File: src/hw/rtl/hrlp_pkg.sv
// Shared types, constants and helper functions for the HTTP request line parser.
`default_nettype none

package hrlp_pkg;

  // Sizing of the URI and message counters.
  localparam int unsigned UriMax  = 256;
  localparam int unsigned MsgMax  = 4096;
  localparam int unsigned UriCntW = $clog2(UriMax + 1);
  localparam int unsigned PosW    = $clog2(MsgMax);

  // Method codes reported in the verdict.
  localparam logic [1:0] MethGet  = 2'd0;
  localparam logic [1:0] MethHead = 2'd1;
  localparam logic [1:0] MethPost = 2'd2;

  // Result kinds.
  localparam logic KindUri     = 1'b0;
  localparam logic KindVerdict = 1'b1;

  // Characters the parser looks for.
  localparam logic [7:0] ChSpace = 8'h20;
  localparam logic [7:0] ChCr    = 8'h0D;
  localparam logic [7:0] ChLf    = 8'h0A;
  localparam logic [7:0] ChDot   = 8'h2E;
  localparam logic [7:0] ChNul   = 8'h00;

  // Method tokens as they collect in the shift register.
  localparam logic [31:0] TokGet  = 32'h0047_4554;
  localparam logic [31:0] TokHead = 32'h4845_4144;
  localparam logic [31:0] TokPost = 32'h504F_5354;

  // The three bytes of a blank line that come before its final LF: CR LF CR.
  localparam logic [23:0] WinCrLfCr = 24'h0D_0A0D;

  // Length of the protocol prefix "HTTP/".
  localparam logic [2:0] ProtoLen = 3'd5;

  // Parser phases.
  typedef enum logic [3:0] {
    PhMethod,
    PhUri,
    PhProto,
    PhMajor,
    PhMinor,
    PhCr,
    PhDone,
    PhCut,
    PhBad
  } phase_e;

  // One input beat.
  typedef struct packed {
    logic [7:0] data_byte;
    logic       last_byte;
  } byte_beat_t;

  // One result beat.
  typedef struct packed {
    logic               kind;
    logic [7:0]         uri_byte;
    logic               valid_res;
    logic [1:0]         method;
    logic [UriCntW-1:0] uri_length;
    logic               has_entity;
    logic [PosW-1:0]    entity_offset;
  } res_beat_t;

  // Handshake between the pipeline stages and the parser core.
  typedef struct packed {
    logic step;
    logic emit;
  } step_ctrl_t;

  // Whitespace: space, HT, LF, VT, FF and CR.
  function automatic logic is_ws(logic [7:0] b);
    return (b == 8'h20) || ((b >= 8'h09) && (b <= 8'h0D));
  endfunction

  function automatic logic is_digit(logic [7:0] b);
    return (b >= 8'h30) && (b <= 8'h39);
  endfunction

  // Expected character of the "HTTP/" prefix at a given position.
  function automatic logic [7:0] proto_char(logic [2:0] idx);
    logic [7:0] c;
    case (idx)
      3'd0:    c = 8'h48;
      3'd1:    c = 8'h54;
      3'd2:    c = 8'h54;
      3'd3:    c = 8'h50;
      3'd4:    c = 8'h2F;
      default: c = 8'h00;
    endcase
    return c;
  endfunction

endpackage

`default_nettype wire

File: src/hw/rtl/hrlp_intf.sv
// Valid/ready channel interfaces for request bytes and parser results.
`default_nettype none

interface hrlp_byte_if;
  import hrlp_pkg::*;

  logic       valid;
  logic       ready;
  logic [7:0] data_byte;
  logic       last_byte;

  modport source (output valid, output data_byte, output last_byte, input ready);
  modport sink   (input valid, input data_byte, input last_byte, output ready);
endinterface

interface hrlp_res_if;
  import hrlp_pkg::*;

  logic               valid;
  logic               ready;
  logic               kind;
  logic [7:0]         uri_byte;
  logic               valid_res;
  logic [1:0]         method;
  logic [UriCntW-1:0] uri_length;
  logic               has_entity;
  logic [PosW-1:0]    entity_offset;

  modport source (output valid, output kind, output uri_byte, output valid_res,
                  output method, output uri_length, output has_entity,
                  output entity_offset, input ready);
  modport sink   (input valid, input kind, input uri_byte, input valid_res,
                  input method, input uri_length, input has_entity,
                  input entity_offset, output ready);
endinterface

`default_nettype wire

File: src/hw/rtl/hrlp_in_stage.sv
// Input register stage: holds one request byte until the parser core takes it.
`default_nettype none

module hrlp_in_stage (
  input  wire logic                clk_i,
  input  wire logic                rst_ni,
  input  wire logic                in_valid_i,
  input  wire hrlp_pkg::byte_beat_t in_beat_i,
  output logic                     in_ready_o,
  input  wire logic                out_free_i,
  output logic                     step_o,
  output hrlp_pkg::byte_beat_t     beat_o
);
  import hrlp_pkg::*;

  logic       valid_q;
  byte_beat_t beat_q;

  // The held byte is parsed whenever the result register can take its result.
  assign step_o     = valid_q && out_free_i;
  assign in_ready_o = !valid_q || step_o;
  assign beat_o     = beat_q;

  // Valid flag of the stage.
  always_ff @(posedge clk_i or negedge rst_ni) begin
    if (!rst_ni) begin
      valid_q <= 1'b0;
    end else if (in_ready_o) begin
      valid_q <= in_valid_i;
    end
  end

  // Payload, loaded on every accepted beat.
  always_ff @(posedge clk_i) begin
    if (in_ready_o && in_valid_i) begin
      beat_q <= in_beat_i;
    end
  end

endmodule

`default_nettype wire

File: src/hw/rtl/hrlp_core.sv
// Parser core: request line state machine, counters and blank line search.
`default_nettype none

module hrlp_core (
  input  wire logic                 clk_i,
  input  wire logic                 rst_ni,
  input  wire logic                 step_i,
  input  wire hrlp_pkg::byte_beat_t beat_i,
  output logic                      emit_o,
  output hrlp_pkg::res_beat_t       res_o
);
  import hrlp_pkg::*;

  localparam logic [PosW-1:0]    PosMax   = PosW'(MsgMax - 1);
  localparam logic [UriCntW-1:0] UriLimit = UriCntW'(UriMax);

  phase_e             phase_q, phase_d, phase_u;
  logic [31:0]        chars_q, chars_d, chars_u;
  logic [2:0]         mcnt_q, mcnt_d, mcnt_u;
  logic [UriCntW-1:0] uri_q, uri_d, uri_u;
  logic [PosW-1:0]    pos_q, pos_d, pos_u;
  logic [23:0]        recent_q, recent_d, recent_u;
  logic               blank_q, blank_d, blank_u;
  logic [PosW-1:0]    bpos_q, bpos_d, bpos_u;
  logic [1:0]         meth_q, meth_d, meth_u;

  logic [7:0] b;
  logic       ws;
  logic       search_on;
  logic       ok;
  logic       ent;

  assign b         = beat_i.data_byte;
  assign ws        = is_ws(b);
  assign search_on = (phase_q != PhCut) && (phase_q != PhBad);

  // Next state: effect of the current byte, then a return to reset on the last byte.
  always_comb begin
    phase_u  = phase_q;
    chars_u  = chars_q;
    mcnt_u   = mcnt_q;
    uri_u    = uri_q;
    recent_u = recent_q;
    blank_u  = blank_q;
    bpos_u   = bpos_q;
    meth_u   = meth_q;

    // Blank line search runs until the request is cut off or found bad.
    if (search_on) begin
      if ((recent_q == WinCrLfCr) && (b == ChLf) && !blank_q && (pos_q < PosMax)) begin
        blank_u = 1'b1;
        bpos_u  = pos_q - PosW'(3);
      end
      recent_u = {recent_q[15:0], b};
    end

    case (phase_q)
      PhMethod: begin
        if (b == ChSpace) begin
          if ((mcnt_q == 3'd3) && (chars_q == TokGet)) begin
            meth_u  = MethGet;
            phase_u = PhUri;
          end else if ((mcnt_q == 3'd4) && (chars_q == TokHead)) begin
            meth_u  = MethHead;
            phase_u = PhUri;
          end else if ((mcnt_q == 3'd4) && (chars_q == TokPost)) begin
            meth_u  = MethPost;
            phase_u = PhUri;
          end else begin
            phase_u = PhBad;
          end
        end else if ((b == ChNul) || ws || (mcnt_q >= 3'd4)) begin
          phase_u = PhBad;
        end else begin
          chars_u = {chars_q[23:0], b};
          mcnt_u  = mcnt_q + 3'd1;
        end
      end
      PhUri: begin
        if (b == ChSpace) begin
          phase_u = PhProto;
          mcnt_u  = 3'd0;
        end else if ((b == ChNul) || ws || (uri_q >= UriLimit)) begin
          phase_u = PhBad;
        end else begin
          uri_u = uri_q + UriCntW'(1);
        end
      end
      PhProto: begin
        if ((mcnt_q < ProtoLen) && (b == proto_char(mcnt_q))) begin
          mcnt_u = mcnt_q + 3'd1;
          if (mcnt_q == ProtoLen - 3'd1) begin
            phase_u = PhMajor;
          end
        end else begin
          phase_u = PhBad;
        end
      end
      PhMajor: begin
        if (b == ChDot) begin
          phase_u = PhMinor;
        end else if (!is_digit(b)) begin
          phase_u = PhBad;
        end
      end
      PhMinor: begin
        if (b == ChCr) begin
          phase_u = PhCr;
        end else if (!is_digit(b)) begin
          phase_u = PhBad;
        end
      end
      PhCr: begin
        phase_u = (b == ChLf) ? PhDone : PhBad;
      end
      PhDone: begin
        if (b == ChNul) begin
          phase_u = PhCut;
        end
      end
      PhCut: begin
        phase_u = PhCut;
      end
      default: begin
        phase_u = PhBad;
      end
    endcase

    // Byte position saturates at the top of the message window.
    pos_u = (pos_q < PosMax) ? pos_q + PosW'(1) : pos_q;

    if (beat_i.last_byte) begin
      phase_d  = PhMethod;
      chars_d  = '0;
      mcnt_d   = '0;
      uri_d    = '0;
      pos_d    = '0;
      recent_d = '0;
      blank_d  = 1'b0;
      bpos_d   = '0;
      meth_d   = MethGet;
    end else begin
      phase_d  = phase_u;
      chars_d  = chars_u;
      mcnt_d   = mcnt_u;
      uri_d    = uri_u;
      pos_d    = pos_u;
      recent_d = recent_u;
      blank_d  = blank_u;
      bpos_d   = bpos_u;
      meth_d   = meth_u;
    end
  end

  // Outputs: a URI byte pass-through, or the verdict on the last byte.
  always_comb begin
    ok  = (phase_u == PhDone) || (phase_u == PhCut);
    ent = ok && (meth_u == MethPost) && blank_u;
    res_o = '0;
    if (beat_i.last_byte) begin
      emit_o              = 1'b1;
      res_o.kind          = KindVerdict;
      res_o.valid_res     = ok;
      res_o.method        = ok ? meth_u : MethGet;
      res_o.uri_length    = ok ? uri_u : '0;
      res_o.has_entity    = ent;
      res_o.entity_offset = ent ? bpos_u : '0;
    end else begin
      emit_o         = (phase_q == PhUri) && (b != ChNul) && !ws && (uri_q < UriLimit);
      res_o.kind     = KindUri;
      res_o.uri_byte = b;
    end
  end

  // Parser state, advanced once per parsed byte.
  always_ff @(posedge clk_i or negedge rst_ni) begin
    if (!rst_ni) begin
      phase_q  <= PhMethod;
      chars_q  <= '0;
      mcnt_q   <= '0;
      uri_q    <= '0;
      pos_q    <= '0;
      recent_q <= '0;
      blank_q  <= 1'b0;
      bpos_q   <= '0;
      meth_q   <= MethGet;
    end else if (step_i) begin
      phase_q  <= phase_d;
      chars_q  <= chars_d;
      mcnt_q   <= mcnt_d;
      uri_q    <= uri_d;
      pos_q    <= pos_d;
      recent_q <= recent_d;
      blank_q  <= blank_d;
      bpos_q   <= bpos_d;
      meth_q   <= meth_d;
    end
  end

  // The URI count never passes its limit.
  a_uri_bound: assert property (@(posedge clk_i) disable iff (!rst_ni)
    uri_q <= UriLimit)
    else $error("URI count beyond its limit");

  // A last byte returns the parser to the start of a new message.
  a_last_resets: assert property (@(posedge clk_i) disable iff (!rst_ni)
    step_i && beat_i.last_byte |=> (phase_q == PhMethod) && (pos_q == '0) && !blank_q)
    else $error("Parser state not cleared after the last byte");

  // A URI byte is only passed on while the URI is being read.
  a_emit_phase: assert property (@(posedge clk_i) disable iff (!rst_ni)
    emit_o && !beat_i.last_byte |-> (phase_q == PhUri))
    else $error("URI byte emitted outside the URI");

  // A recorded blank line always lies behind the current position.
  a_blank_order: assert property (@(posedge clk_i) disable iff (!rst_ni)
    blank_q |-> ({1'b0, bpos_q} + (PosW + 1)'(3) < {1'b0, pos_q}))
    else $error("Blank line position not behind the byte position");

endmodule

`default_nettype wire

File: src/hw/rtl/hrlp_out_stage.sv
// Result register stage: holds one result beat until the receiver takes it.
`default_nettype none

module hrlp_out_stage (
  input  wire logic                 clk_i,
  input  wire logic                 rst_ni,
  input  wire hrlp_pkg::step_ctrl_t ctrl_i,
  input  wire hrlp_pkg::res_beat_t  res_i,
  output logic                      out_free_o,
  output logic                      out_valid_o,
  input  wire logic                 out_ready_i,
  output hrlp_pkg::res_beat_t       res_o
);
  import hrlp_pkg::*;

  logic      valid_q;
  res_beat_t res_q;

  // The register frees up in the same cycle the receiver takes its beat.
  assign out_free_o  = !valid_q || out_ready_i;
  assign out_valid_o = valid_q;
  assign res_o       = res_q;

  // Valid flag of the result register.
  always_ff @(posedge clk_i or negedge rst_ni) begin
    if (!rst_ni) begin
      valid_q <= 1'b0;
    end else if (out_free_o) begin
      valid_q <= ctrl_i.step && ctrl_i.emit;
    end
  end

  // Result payload.
  always_ff @(posedge clk_i) begin
    if (ctrl_i.step && ctrl_i.emit) begin
      res_q <= res_i;
    end
  end

endmodule

`default_nettype wire

File: src/hw/rtl/http_request_line_parser.sv
// Top level of the HTTP request line parser.
//
// The block takes a request message one byte per beat on req_i (data_byte,
// last_byte) and checks its request line: GET, HEAD or POST, a space, a URI,
// a space, then HTTP/ digits . digits CR LF. Each URI byte goes out on res_o
// as a beat of kind 0. The beat carrying last_byte gives one verdict beat of
// kind 1 with validity, method, URI length and, for POST, the offset of the
// first CR LF CR LF. After that beat the parser starts on a new message.
// Both channels use a valid/ready handshake.
//
// A byte is held in the input register and its result in the result
// register. Throughput: one byte per cycle while the receiver keeps up; the
// byte state machine closes its loop between the input and result registers.
// When the receiver stalls, the result register holds its beat, one more byte
// waits in the input register, and req_i.ready then drops until res_o drains.
// Reset empties both registers and returns the parser to the method field;
// there is no clearing pass.
`default_nettype none

module http_request_line_parser (
  input  wire logic   clk_i,
  input  wire logic   rst_ni,
  hrlp_byte_if.sink   req_i,
  hrlp_res_if.source  res_o
);
  import hrlp_pkg::*;

  byte_beat_t in_beat;
  byte_beat_t core_beat;
  res_beat_t  core_res;
  res_beat_t  out_res;
  step_ctrl_t ctrl;
  logic       in_ready;
  logic       out_free;
  logic       out_valid;
  logic       step;
  logic       emit;

  assign in_beat.data_byte = req_i.data_byte;
  assign in_beat.last_byte = req_i.last_byte;
  assign req_i.ready       = in_ready;

  // Input register stage.
  hrlp_in_stage u_in_stage (
    .clk_i      (clk_i),
    .rst_ni     (rst_ni),
    .in_valid_i (req_i.valid),
    .in_beat_i  (in_beat),
    .in_ready_o (in_ready),
    .out_free_i (out_free),
    .step_o     (step),
    .beat_o     (core_beat)
  );

  // Request line parser.
  hrlp_core u_core (
    .clk_i  (clk_i),
    .rst_ni (rst_ni),
    .step_i (step),
    .beat_i (core_beat),
    .emit_o (emit),
    .res_o  (core_res)
  );

  assign ctrl.step = step;
  assign ctrl.emit = emit;

  // Result register stage.
  hrlp_out_stage u_out_stage (
    .clk_i       (clk_i),
    .rst_ni      (rst_ni),
    .ctrl_i      (ctrl),
    .res_i       (core_res),
    .out_free_o  (out_free),
    .out_valid_o (out_valid),
    .out_ready_i (res_o.ready),
    .res_o       (out_res)
  );

  assign res_o.valid         = out_valid;
  assign res_o.kind          = out_res.kind;
  assign res_o.uri_byte      = out_res.uri_byte;
  assign res_o.valid_res     = out_res.valid_res;
  assign res_o.method        = out_res.method;
  assign res_o.uri_length    = out_res.uri_length;
  assign res_o.has_entity    = out_res.has_entity;
  assign res_o.entity_offset = out_res.entity_offset;

endmodule

`default_nettype wire
File: src/flat_wrapper.sv
// flat-port wrapper written by rule: the top's interface ports become plain ports
module http_request_line_parser_flat import hrlp_pkg::*;
  (clk_i, rst_ni, req_i_valid, req_i_data_byte, req_i_last_byte, req_i_ready, res_o_valid, res_o_kind, res_o_uri_byte, res_o_valid_res, res_o_method, res_o_uri_length, res_o_has_entity, res_o_entity_offset, res_o_ready);
  hrlp_byte_if req_i_i ();
  hrlp_res_if res_o_i ();
  input  wire logic clk_i;
  input  wire logic rst_ni;
  input wire logic [$bits(req_i_i.valid)-1:0] req_i_valid;
  input wire logic [$bits(req_i_i.data_byte)-1:0] req_i_data_byte;
  input wire logic [$bits(req_i_i.last_byte)-1:0] req_i_last_byte;
  output wire logic [$bits(req_i_i.ready)-1:0] req_i_ready;
  output wire logic [$bits(res_o_i.valid)-1:0] res_o_valid;
  output wire logic [$bits(res_o_i.kind)-1:0] res_o_kind;
  output wire logic [$bits(res_o_i.uri_byte)-1:0] res_o_uri_byte;
  output wire logic [$bits(res_o_i.valid_res)-1:0] res_o_valid_res;
  output wire logic [$bits(res_o_i.method)-1:0] res_o_method;
  output wire logic [$bits(res_o_i.uri_length)-1:0] res_o_uri_length;
  output wire logic [$bits(res_o_i.has_entity)-1:0] res_o_has_entity;
  output wire logic [$bits(res_o_i.entity_offset)-1:0] res_o_entity_offset;
  input wire logic [$bits(res_o_i.ready)-1:0] res_o_ready;
  assign req_i_i.valid = req_i_valid;
  assign req_i_i.data_byte = req_i_data_byte;
  assign req_i_i.last_byte = req_i_last_byte;
  assign req_i_ready = req_i_i.ready;
  assign res_o_valid = res_o_i.valid;
  assign res_o_kind = res_o_i.kind;
  assign res_o_uri_byte = res_o_i.uri_byte;
  assign res_o_valid_res = res_o_i.valid_res;
  assign res_o_method = res_o_i.method;
  assign res_o_uri_length = res_o_i.uri_length;
  assign res_o_has_entity = res_o_i.has_entity;
  assign res_o_entity_offset = res_o_i.entity_offset;
  assign res_o_i.ready = res_o_ready;
  http_request_line_parser u_core (.clk_i(clk_i), .rst_ni(rst_ni), .req_i(req_i_i), .res_o(res_o_i));
endmodule
File: config.mk
export PLATFORM = sky130hd
export DESIGN_NAME = http_request_line_parser_flat
export DESIGN_NICKNAME = d
export VERILOG_FILES = /design/src/hw/rtl/hrlp_pkg.sv /design/src/hw/rtl/hrlp_intf.sv /design/src/hw/rtl/hrlp_in_stage.sv /design/src/hw/rtl/hrlp_core.sv /design/src/hw/rtl/hrlp_out_stage.sv /design/src/hw/rtl/http_request_line_parser.sv /design/src/flat_wrapper.sv
export SDC_FILE = /design/constraint.sdc
export NUM_CORES = 1
export LEC_CHECK = 0
export ABC_CLOCK_PERIOD_IN_PS = 8500
export BUFFER_PORTS_ARGS = -buffer_cell sky130_fd_sc_hd__buf_2
export CELL_PAD_IN_SITES_DETAIL_PLACEMENT = 1
export CELL_PAD_IN_SITES_GLOBAL_PLACEMENT = 1
export CORE_MARGIN = 2
export CORE_UTILIZATION = 52
export CTS_CLUSTER_DIAMETER = 120
export CTS_CLUSTER_SIZE = 10
export DETAILED_ROUTE_END_ITERATION = 6
export PLACE_DENSITY_LB_ADDON = 0.15
export SYNTH_ARGS = -nofsm -noshare
export SYNTH_HDL_FRONTEND = slang
export SYNTH_HIERARCHICAL = 1
export SYNTH_SLANG_ARGS = --single-unit
File: constraint.sdc
create_clock -name clk_i -period 8.5 [get_ports clk_i]
set_input_delay 0.425 -clock clk_i [delete_from_list [all_inputs] [get_ports clk_i]]
set_output_delay 0.425 -clock clk_i [all_outputs]
set_load 0.1 [all_outputs]
Word-level counts from Yosys, hierarchy flattened
Index checks and enable logic that the tools add are counted.

Logic and storage cells: 158. Flip-flop bits (word level): 144. Output and inout port bits: 36. Input port bits: 13.

Order comparisons: 9. Eq/ne operators: 31. Muxes and demuxes: 50. Reduce and logical (&&, ||, !) cells: 44. $add $sub $neg: 4.

Operator list (number): two-way mux 32 bit (4); equality test 32 x 31 -> 1 bit, second input constant (2); two-way mux 12 bit (5); two-way mux 4 bit (15); two-way mux 24 bit (2); two-way mux 9 bit (4); equality test 32 x 23 -> 1 bit, second input constant (1); case mux 4 bit (8 select lines) (1); case mux 7 bit (4 select lines) (1); equality test 24 x 20 -> 1 bit, second input constant (1); equality test 4 x 3 -> 1 bit, second input constant (6); logical AND 1 bit (18); equality test 8 x 4 -> 1 bit, second input constant (2); equality test 8 x 6 -> 1 bit, second input constant (2); two-way mux 3 bit (5); adder 12 x 1 -> 12 bit, second input constant (1); less-than comparator 12 bit, second input constant (1); two-way mux 2 bit (6); inequality test 3 x 2 -> 1 bit, second input constant (4); subtractor 12 x 2 -> 12 bit, second input constant (1); adder 9 x 1 -> 9 bit, second input constant (1); greater-or-equal comparator 9 bit, second input constant (1); less-than comparator 9 bit, second input constant (1); case mux 3 bit (3 select lines) (1); 31 further kinds (52).

Logic depth before layout (Yosys ltp)
Word-level depth: 13. Depth in mapped cells: 10. Mapped depth without buffers: 8.

Hierarchy
Netlist, hierarchy kept.

Modules (own cells, without submodules): hrlp_core (area an instance 5836.8 um2, times used 1, cells an instance 605, seq. area each 2477.4 um2); hrlp_out_stage (area an instance 1073.5 um2, times used 1, cells an instance 39, seq. area each 1046.0 um2); hrlp_in_stage (area an instance 330.3 um2, times used 1, cells an instance 14, seq. area each 295.3 um2).

Worst setup path before layout
OpenSTA, ideal clock, no wires.

Kind: register to register. Start: reg u_core.u_core.mcnt_q[2]. End: reg u_core.u_out_stage.res_q, in the netlist u_core/u_out_stage/res_o[14] (data pin). Path buffers: 2. Setup time: 266 ps. Data arrival time: 2443 ps. Cell stages (with the launch flop): 11. Setup slack: 5791 ps. Required time: 8234 ps. Path through: dfrtp_1 -> clkbuf_1 -> inv_1 -> ha_1 -> or4bb_1 -> mux2i_1 -> a211oi_1 -> nor2_1 -> o311ai_2 -> clkbuf_1 -> nor2_1.

Word-level cells in the longest chain between the ends: 11. Elaborated cells on any way between the ends: 28. Those cells by class: order compare: 2; eq/ne: 7; mux: 10; reduce/logical: 9.

RTL lines: start: declaration (RTL line hrlp_core.sv:19) `logic [2:0] mcnt_q, mcnt_d, mcnt_u;`; start signal: assignment (RTL line hrlp_core.sv:190) `mcnt_q <= mcnt_d;`; equality test 3 x 2 -> 1 bit or equality test 3 x 1 -> 1 bit (tied branches) (RTL line hrlp_pkg.sv:87) `case (idx)`; OR reduction 2 bit (no source line); case mux 7 bit (4 select lines) (RTL line hrlp_pkg.sv:87); two-way mux 8 bit (RTL line hrlp_core.sv:57) `case (phase_q)`; equality test 8 bit (RTL line hrlp_core.sv:90) `if ((mcnt_q < ProtoLen) && (b == proto_char(mcnt_q))) begin`; logical AND 1 bit (RTL line hrlp_core.sv:90); two-way mux 4 bit (RTL line hrlp_core.sv:90); case mux 4 bit (8 select lines) (*) (RTL line hrlp_core.sv:57); equality test 4 x 3 -> 1 bit (RTL line hrlp_core.sv:157) `ok = (phase_u == PhDone) || (phase_u == PhCut);`; logical OR 1 bit (*) (RTL line hrlp_core.sv:157); AND reduction 2 bit (no source line) (*); end signal: assignment (RTL line hrlp_out_stage.sv:36) `res_q <= res_i;`; end: declaration (RTL line hrlp_out_stage.sv:17) `res_beat_t res_q;`.

Mark *: on every way between the ends. The rest lies on a longest branch, timed or not. The select of a mux whose other input is x is not followed. A chain may end at the register's enable or synchronous reset.

Final worst setup path
Start: reg u_core.u_in_stage.beat_q, in the netlist u_core/u_in_stage/beat_o[6]. End: reg u_core.u_out_stage.res_q, in the netlist u_core/u_out_stage/res_o[4] (data pin).

Word-level cells in the longest chain between the ends: 13. Elaborated cells on any way between the ends: 44. Those cells by class: order compare: 4; eq/ne: 8; mux: 17; reduce/logical: 15.

RTL lines: start: declaration (RTL line hrlp_in_stage.sv:17) `byte_beat_t beat_q;`; start signal: assignment (RTL line hrlp_in_stage.sv:36) `beat_q <= in_beat_i;`; greater-or-equal comparator 8 x 4 -> 1 bit or <= comparator 8 x 4 -> 1 bit (tied branches) (RTL line hrlp_pkg.sv:77) `return (b == 8'h20) || ((b >= 8'h09) && (b <= 8'h0D));`; logical AND 1 bit (RTL line hrlp_pkg.sv:77); logical OR 1 bit (RTL line hrlp_pkg.sv:77); logical OR 1 bit (RTL line hrlp_core.sv:72, hrlp_core.sv:83); logical OR 1 bit (on tied branches) (RTL line hrlp_core.sv:83, hrlp_core.sv:72); two-way mux 4 bit (on tied branches) (RTL line hrlp_core.sv:83, hrlp_core.sv:72); two-way mux 4 bit (on tied branches) (RTL line hrlp_core.sv:80, hrlp_core.sv:59); case mux 4 bit (8 select lines) (RTL line hrlp_core.sv:57); equality test 4 x 3 -> 1 bit (RTL line hrlp_core.sv:157); logical OR 1 bit (RTL line hrlp_core.sv:157); logical AND 1 bit (2 in a row) (RTL line hrlp_core.sv:158) `ent = ok && (meth_u == MethPost) && blank_u;`; AND reduction 2 bit (no source line).

Parallel ways exist; a longest one is shown, timed or not.

==> run summary <==
DETAILED ROUTING
----------------------------------------------------------------------------------------
Top Layer Used ............................................................         met4
Final ANT Viol Nets .......................................................            0
DRC viols .................................................................            0
Per-cell routed wire length ...............................................     21.66 µm
Total number of vias ......................................................        5,483
DRT Wirelength ............................................................     18.78 mm
Met3 Wirelength ...........................................................       716 µm
Met1 layer wirelength in the final routing ................................     8.399 mm
Met2 Wirelength ...........................................................     9.359 mm
Number of search-and-repair iterations in the first detailed-routing pass .            5
Number of DRC markers after the initial detailed-route iteration ..........          499
Detail-routed via count per cell ..........................................        6.324

FLOORPLANNING
----------------------------------------------------------------------------------------
Die boundary height .......................................................       122 µm
Starting utilization of the core area .....................................       52.78%
Top-level port count ......................................................           49
Die Area ..................................................................   14,880 µm²
Die extent in x ...........................................................       122 µm
Placeable core area .......................................................   13,720 µm²
Num rows ..................................................................           43

RUN
----------------------------------------------------------------------------------------
Maxcap violations .........................................................            0

CTS
----------------------------------------------------------------------------------------
Number of clock buffers inserted by TritonCTS .............................           17
Clock H-tree levels .......................................................            4
Clock tree from TritonCTS .................................................        built
Clock Latency Late Sink ...................................................      0.43 ns
# Post-CTS Setup Buffers ..................................................            0
Clock slew seen by the registers of the worst setup and hold paths ........      0.06 ns
Buffers from clock root to sink, at most ..................................            2
Hold buffer count at cts ..................................................            1
CTS resizes ...............................................................            0
# clock sinks .............................................................          144
Clk root buf .............................................................. sky130_fd_sc_hd__clkbuf_16

TIMING
----------------------------------------------------------------------------------------
Setup slack of the critical path after layout .............................     5.047 ns
Max-slew violations .......................................................            0
Post-Route Skew ...........................................................  0.006958 ns
Maximum clock rate ........................................................    289.6 MHz
Number of hold violations in the final report .............................            0
Worst slew pin tran .......................................................     1.232 ns
Final critical delay including setup and external delays ..................     3.453 ns
Fin crit share ............................................................       40.63%
Final number of setup-violating endpoints .................................            0
Final sum of negative setup slack .........................................         0 ns
Worst slew slack as a fraction of its limit ...............................       17.58%
RSZ-0062 raised after global routing ......................................           no

LOGIC SYNTHESIS
----------------------------------------------------------------------------------------
Yosys warns ...............................................................            6
Async set or reset register ratio after synthesis .........................       70.14%
Top post-synthesis cells by area .......................................... sky130_fd_sc_hd__dfrtp_1 (35%), sky130_fd_sc_hd__edfxtp_1 (18%), sky130_fd_sc_hd__a22o_1 (6.7%), sky130_fd_sc_hd__nand2_1 (2.2%), sky130_fd_sc_hd__nor2_1 (2.0%)
Leading area contributor after synthesis .................................. sky130_fd_sc_hd__dfrtp_1
Post-synthesis instance area ..............................................     7241 µm²
Synth Instances ...........................................................          658
Average cell area after synthesis .........................................    11.00 µm²
Prevailing post-synth register cell ....................................... sky130_fd_sc_hd__dfrtp_1
Net Count, Synth ..........................................................          678
Number of synthesized flops with an enable pin ............................           43
Share of synthesized area occupied by flip-flops and latches ..............       52.74%
Synth Register Bits .......................................................          144
Post-synthesis cell type count ............................................           78
Fraction of synthesized cell area taken by the top area cell type .........       34.91%

PLACED DESIGN
----------------------------------------------------------------------------------------
Setup slack at placement ..................................................     5.102 ns
Post-DP Area ..............................................................     7492 µm²
Routability-driven placement congestion ratio .............................       0.8326
Half-perimeter wire length after placement ................................     12.40 mm
Cell Count Post-Placement .................................................          834
Input/output buffers ......................................................           48

PWR
----------------------------------------------------------------------------------------
Power, Total ..............................................................      2117 µW
Clk pwr share .............................................................        38.0%
PwrDens ................................................................... 260.4 nW/µm²
Power share of the combinational group ....................................        19.3%
Internal Pwr Total ........................................................      1469 µW
P_leak ....................................................................  0.003300 µW
Peak VDD IR ...............................................................     128.3 µV
Switching component of the power ..........................................     647.9 µW
Sw frac ...................................................................       30.61%
Share of power burned in registers ........................................        42.7%

CRITICAL PATH
----------------------------------------------------------------------------------------
Peak fanout along the critical path .......................................           32
Class of the most critical setup path .....................................   reg -> reg
Crit path required time ...................................................      8.71 ns
Setup slack on the worst flop-to-flop path ................................      5.05 ns
Cell count of the worst reg-to-reg path ...................................            6
Crit path DAT .............................................................      3.67 ns
Endpoint of the worst-slack reg-to-reg timing path ........................ u_core/u_out_stage/res_o[4]
Startpoint of the worst-slack reg-to-reg timing path ...................... u_core/u_in_stage/beat_o[6]
Critical Path Start Type ..................................................         flop
Nature of the critical path endpoint ......................................         flop

FINISH
----------------------------------------------------------------------------------------
Count of nets after finishing .............................................          694
Syn-to-layout area delta ..................................................       12.29%
Post-layout instance area .................................................     8130 µm²
Highest-count cells in the layout ignoring fill and taps .................. sky130_fd_sc_hd__dfrtp_1 (101), sky130_fd_sc_hd__a22o_1 (55), sky130_fd_sc_hd__buf_2 (47)
Count of fill cells added during filler insertion .........................        1,448
Non-filler cells, final ...................................................          867
Diodes inserted ...........................................................            0
Commonest non-fill, non-tap cell in the layout ............................ sky130_fd_sc_hd__dfrtp_1
Share of final-layout standard cells stronger than drive strength 1 .......       16.74%

WORST HOLD PATH
----------------------------------------------------------------------------------------
Hold depth ................................................................            1
Worst Min Path Start ...................................................... req_i_data_byte[2]
Hold worst-path end ....................................................... u_core/u_in_stage/beat_o[3]
Path class of the lowest-slack min-delay path .............................    in -> reg

GRT
----------------------------------------------------------------------------------------
Wire length of the first global-routing pass ..............................     31.25 mm
Initial antenna violation count ...........................................            0
Total overflow reported by the global router ..............................            0
Global-route total usage across every layer ...............................       27.24%
Via count of the first global-routing pass ................................        5,896
Maximum number of pins on one net before global-route repair ..............           63

OUTCOME
----------------------------------------------------------------------------------------
Run status ................................................................ finished, final reports clean

[worst max-delay path: stages (launching register included)]
cell                        delay (ns)
sky130_fd_sc_hd__edfxtp_1         0.58
sky130_fd_sc_hd__nor4_4           0.45
sky130_fd_sc_hd__nand3_2          0.13
sky130_fd_sc_hd__or4_4            0.57
sky130_fd_sc_hd__nor3_4           0.88
sky130_fd_sc_hd__nand2_1          0.19
sky130_fd_sc_hd__a2111oi_1        0.43
[flip-flops by register name (all words and copies together) (netlist names)]
register / count
u_core/u_out_stage/res_o: 34
u_core/u_core/chars_q: 32
u_core/u_core/recent_q: 24
u_core/u_core/bpos_q: 12
u_core/u_core/pos_q: 12
u_core/u_core/uri_q: 9
u_core/u_in_stage/beat_o: 9
u_core/u_core/phase_q: 4
u_core/u_core/mcnt_q: 3
u_core/u_core/meth_q: 2
u_core/u_core/blank_q: 1
u_core/u_in_stage/valid_q: 1
u_core/u_out_stage/out_valid_o: 1
[per-layer routing]
layer / up-vias / track usage [%]
li1: 2505 / -
met2: 126 / 44.41
met5: - / 0
met3: 27 / 5.852
met4: 0 / 8.693
met1: 2825 / 36.49
[metrics by stage]
| stage | util (%) | hold slack [ns] |
|---|---|---|
| final | 59.26 | 0.1758 |
| after global routing | 59.26 | 0.1590 |
| after CTS | 59.26 | 0.1563 |
| after detailed placement | 54.61 | 0.4458 |
| after global placement | 54.61 | 0.4305 |
| after floorplan | - | 0.1294 |
[cell families after synthesis]
| logic type | Yosys count | share of synthesized area, % |
|---|---|---|
| xor+xnor | 21 | 2.540 |
| buf+inv | 74 | 4.683 |
| compound gates | 157 | 17.51 |
| flops | 144 | 52.74 |
| fa+ha+maj | 7 | 1.210 |
| mux | 18 | 2.627 |
| simple gates | 237 | 18.70 |
[Yosys cell counts (all sizes together), types with 3 or more instances]
| cell | instances |
|---|---|
| a2111oi | 7 |
| a211oi | 4 |
| a21oi | 21 |
| a22o | 55 |
| a22oi | 10 |
| and2 | 9 |
| and3 | 11 |
| buf | 25 |
| clkbuf | 34 |
| dfrtp | 101 |
| edfxtp | 43 |
| ha | 7 |
| inv | 15 |
| mux2 | 8 |
| mux2i | 10 |
| nand2 | 45 |
| nand2b | 16 |
| nand3 | 20 |
| nand4 | 10 |
| nand4b | 3 |
| nor2 | 39 |
| nor2b | 12 |
| nor3 | 25 |
| nor4 | 15 |
| nor4b | 6 |
| o21ai | 11 |
| o221ai | 8 |
| o2bb2ai | 12 |
| o311ai | 7 |
| o32ai | 3 |
| or2 | 4 |
| or3 | 4 |
| or4 | 7 |
| xnor2 | 8 |
| xor2 | 13 |
[worst max path at each step]
stage | startpoint | endpoint | slack, ns | depth (start not counted)
6_report | u_core/u_in_stage/beat_o[6] | u_core/u_out_stage/res_o[4] | 5.05 | 6
5_1_grt | u_core/u_in_stage/beat_o[6] | u_core/u_out_stage/res_o[5] | 4.76 | 6
4_1_cts | u_core/u_core/chars_q[5] | u_core/u_out_stage/res_o[7] | 5.06 | 6
3_5_place_dp | u_core/u_in_stage/beat_o[6] | u_core/u_out_stage/res_o[5] | 5.10 | 6
3_3_place_gp | u_core/u_in_stage/beat_o[6] | u_core/u_out_stage/res_o[5] | 5.23 | 6
2_1_floorplan | u_core/u_core/mcnt_q[2] | u_core/u_out_stage/res_o[14] | 5.79 | 10
[power by group through the flow]
stage / Sequential, µW / Combinational (µW) / Clock, µW
finish: 904 / 409 / 804
global route: 917 / 446 / 844
CTS: 902 / 410 / 816
detailed placement: 914 / 403 / 0
global placement: 905 / 387 / 0
floorplan: 939 / 264 / 0
[final cells by class]
cell class              instances  area [µm²]  share of cell area, %
flip-flops and latches        144        3819                  46.97
well taps                     180       225.2                  2.770
clock buffers                  21       440.4                  5.417
clock inverters                11       187.7                  2.308
multi-input cells             440        3097                  38.09
repair buffers                 56       305.3                  3.755
inverters                      15       56.30                 0.6925
Power figures use the tool's default switching activity.
